===== config.mk =====
export PLATFORM = sky130hd
export DESIGN_NAME = msif_word_ram
export DESIGN_NICKNAME = d
export VERILOG_FILES = /design/src/rtl/msif_word_ram.sv
export SDC_FILE = /design/constraint.sdc
export NUM_CORES = 2
export LEC_CHECK = 0
export ABC_CLOCK_PERIOD_IN_PS = 3800
export BUFFER_PORTS_ARGS = -buffer_cell sky130_fd_sc_hd__buf_2
export CAP_MARGIN = 20
export CORE_ASPECT_RATIO = 1.2
export CORE_MARGIN = 2
export CORE_UTILIZATION = 35
export DETAILED_ROUTE_END_ITERATION = 8
export PLACE_DENSITY = 0.52
export SLEW_MARGIN = 0
export SYNTH_ARGS = -nofsm -noshare
export SYNTH_HDL_FRONTEND = slang
export SYNTH_SLANG_ARGS = --single-unit

===== constraint.sdc =====
create_clock -name i_clk -period 3.8 [get_ports i_clk]
set_input_delay 0 -clock i_clk [delete_from_list [all_inputs] [get_ports i_clk]]
set_output_delay 0 -clock i_clk [all_outputs]
set_load 0.005 [all_outputs]

===== src/rtl/msif_word_ram.sv =====
// ----------------------------------------------------------------------------
// msif_word_ram
// Word memory with registered read and a valid bit per entry; an entry not
// written since reset reads as zero.
// ----------------------------------------------------------------------------
`default_nettype none

module msif_word_ram #(
    parameter int WORDS = 64,
    parameter int AW    = 6
) (
    input  wire logic          i_clk,
    input  wire logic          i_rst_n,
    input  wire logic          i_we,
    input  wire logic [AW-1:0] i_waddr,
    input  wire logic [31:0]   i_wdata,
    input  wire logic [AW-1:0] i_raddr,
    output logic      [31:0]   o_rdata
);

    logic [31:0]      r_mem [WORDS];
    logic [WORDS-1:0] r_vld;
    logic [31:0]      r_rdata;
    logic             r_rvld;

    always_ff @(posedge i_clk) begin
        if (i_we) begin
            r_mem[i_waddr] <= i_wdata;
        end
        r_rdata <= r_mem[i_raddr];
    end

    always_ff @(posedge i_clk) begin
        if (!i_rst_n) begin
            r_vld  <= '0;
            r_rvld <= 1'b0;
        end else begin
            if (i_we) begin
                r_vld[i_waddr] <= 1'b1;
            end
            r_rvld <= r_vld[i_raddr];
        end
    end

    assign o_rdata = r_rvld ? r_rdata : 32'd0;

endmodule

`default_nettype wire


==> flow_metrics.tcl <==
set metrics [dict create \
    synth-seq-cells 2145 \
    tightest_slew_ns 1.04 \
    fp.dieH_um 531 \
    cp_data_required_time_ns 3.80 \
    fill_cells 20100 \
    synth_warnings 0 \
    place_congestion 0.759 \
    wl_per_cell_um 30.9 \
    drc 0 \
    path_buf_inv 1 \
    drive_gt1_frac 0.300 \
    crit_type "register to primary output" \
    fin_setup_tns_ns 0 \
    hold_slack_ns 0.0580 \
    maxSlewViolCount 0 \
    max_freq_mhz 396 \
    post_cts_buffers 0 \
    fin_nets 3869 \
    antenna_found_initial 33 \
    vias_per_cell 5.35 \
    cts.path.max_buffers 3 \
    grt_max_degree 85 \
    rows 193 \
    crit_arrival_ns 2.53 \
    cts_buffers 201 \
    grt_overflow 0 \
    worst_slack_ns 1.27 \
    clk_pin_slew_ns 0.06 \
    critical_path.top_delay_family "flip-flops" \
    rsz0062_at_grt "no" \
    area_growth_pct 15.9 \
    insertion_delay_ns 0.85 \
    max_slew_margin 0.308 \
    cts.repair.resized 0 \
    fp.dieW_um 443 \
    period_needed_ns 2.53 \
    path_max_fanout 17 \
    track_usage 0.183 \
    p_per_area_nw_per_um2 520 \
    start_util 0.352 \
    min_path_type "input pin to register" \
    postCtsHoldBufs 43 \
    cts_tree "yes" \
    syn_inst 3503 \
    fin_worst_skew_ns 0.0371 \
    ys_seq_area_frac 0.782 \
    status "finished clean" \
    place_area_um2 86700 \
    h-tree-depth 4 \
    final_cell_mix "edfxtp_1 (2048), mux4_2 (568), clkbuf_16 (208)" \
    ir_drop_uv 393 \
    p_leak_nw 29.3 \
    dp_hpwl_um 127000 \
    synth_area_um2 81100 \
    layout_commonest_cell "edfxtp_1" \
    core_area_um2 230000 \
    post-route-period-util 0.665 \
    finalSetupViolCount 0 \
    vias 37700 \
    path_cells "and2_1, buf_2" \
    io-pin-count 79 \
    grt_first_pass_wirelength_um 306000 \
    root_buffer "clkbuf_16" \
    ys_types 35 \
    utilization 0.408 \
    wl_um 217000 \
    final_antenna_net_count 0 \
    cts.sinks 2145 \
    cp-end-kind "primary output" \
    portBuffers 78 \
    avgSynthCellArea_um2 23.2 \
    grt_pass1_vias 39400 \
    fin_area_um2 94000 \
    critPathLaunchType "register" \
    drt_first_iter_violations 3430 \
    final_hold_viol_count 0 \
    dieArea_um2 236000 \
    dr.pass1.iters 5 \
    max_stage_delay_ns 0.93 \
    max_cap_violations 0 \
    worst_path_max_delay_cell "dfxtp_1" \
    post-place-ws_ns 0.893 \
    syn_nets 3550 \
]
[Yosys cell counts]
| cell | count | area share |
|---|---|---|
| edfxtp_1 | 2048 | 0.76 |
| mux4_2 | 568 | 0.16 |
| dfxtp_1 | 97 | 0.024 |
| clkbuf_1 | 95 | 0.0044 |
| mux2i_1 | 90 | 0.011 |
| a22oi_1 | 74 | 0.0068 |
| nor2_1 | 67 | 0.0031 |
| nand2_1 | 66 | 0.0031 |
| o21a_1 | 64 | 0.0059 |
| buf_2 | 52 | 0.0032 |
| and2_1 | 35 | 0.0027 |
| a221oi_1 | 34 | 0.0037 |
| nand3_1 | 33 | 0.0020 |
| a21oi_1 | 26 | 0.0016 |
| buf_4 | 24 | 0.0022 |
| o21ai_0 | 24 | 0.0015 |
| o21ai_1 | 20 | 0.0012 |
| o311a_1 | 18 | 0.0022 |
| buf_1 | 17 | 0.00079 |
| nor2b_1 | 13 | 0.0010 |
| buf_6 | 9 | 0.0012 |
| nand2b_1 | 7 | 0.00054 |
| nor3_1 | 6 | 0.00037 |
| a211o_1 | 2 | 0.00022 |
| a211oi_1 | 2 | 0.00019 |
| mux2_2 | 2 | 0.00028 |
| o22ai_1 | 2 | 0.00015 |
| a32oi_1 | 1 | 0.00011 |
| and3_1 | 1 | 0.000077 |
| inv_1 | 1 | 0.000046 |
| inv_2 | 1 | 0.000046 |
| nand3b_1 | 1 | 0.000093 |
| nor4b_1 | 1 | 0.00011 |
| o41ai_1 | 1 | 0.00011 |
| or3_1 | 1 | 0.000077 |
[cells by family after synthesis]
| family | synth area share |
|---|---|
| compound gates | 0.0238 |
| simple gates | 0.0132 |
| flops | 0.782 |
| buf+inv | 0.0120 |
| mux | 0.169 |
[stage by stage]
step	std cells	power [mW]
3_5_place_dp	6585	29.2
3_3_place_gp	6585	29.1
2_1_floorplan	3503	27.9
6_report	7036	48.9
5_1_grt	7019	50.3
4_1_cts	6995	49.3
[worst register-to-register path, delay by kind of cell, from the launching register on]
family | cells | cell delay [ns]
mux | 2 | 1.05
simple gates | 1 | 0.09
compound gates | 1 | 0.50
flops | 1 | 0.38
[layout make-up]
class	instances	area, um2	area share
multi-input combinational	1159	17200	0.183
tap	3022	3780	0.0402
sequential	2145	63400	0.675
clock buffer	288	5730	0.0609
inverter	2	7.51	0.0000798
antenna	28	70.1	0.000745
timing repair buffer	313	2950	0.0314
clock inverter	79	853	0.00907
[where the power goes]
| part | leakage (nW) | switching [mW] | internal, mW |
|---|---|---|---|
| clock network | 3.21 | 8.62 | 11.6 |
| registers | 19.2 | 0.152 | 26.1 |
| logic | 6.86 | 1.50 | 0.947 |
[state kept, by name, summed over array words and instances (netlist names)]
name and count:
r_mem 2048, r_rvld 1, r_vld 64, r_rdata 32
[path summary, 6_finish.rpt]
kind	depth (start not counted)	end	slack, ns	start
setup reg to reg	4	r_rdata[4]	1.63	r_mem[36][4]
setup / recovery	2	o_rdata[24]	1.27	r_rvld
hold reg to reg	1	r_vld[25]	0.46	r_vld[25]
hold / removal	4	r_rdata[7]	0.06	i_raddr[1]
[metal layers]
metal  vias to the layer above  global-route usage  part of all wire
met2                      1032               0.310              0.51
met4                        10              0.0577             0.027
met5                         -                   0           0.00037
li1                      15600                   -                 -
met3                       308              0.0354             0.056
met1                     20700               0.237              0.41
Note: power is estimated with default switching activity, not from simulation.
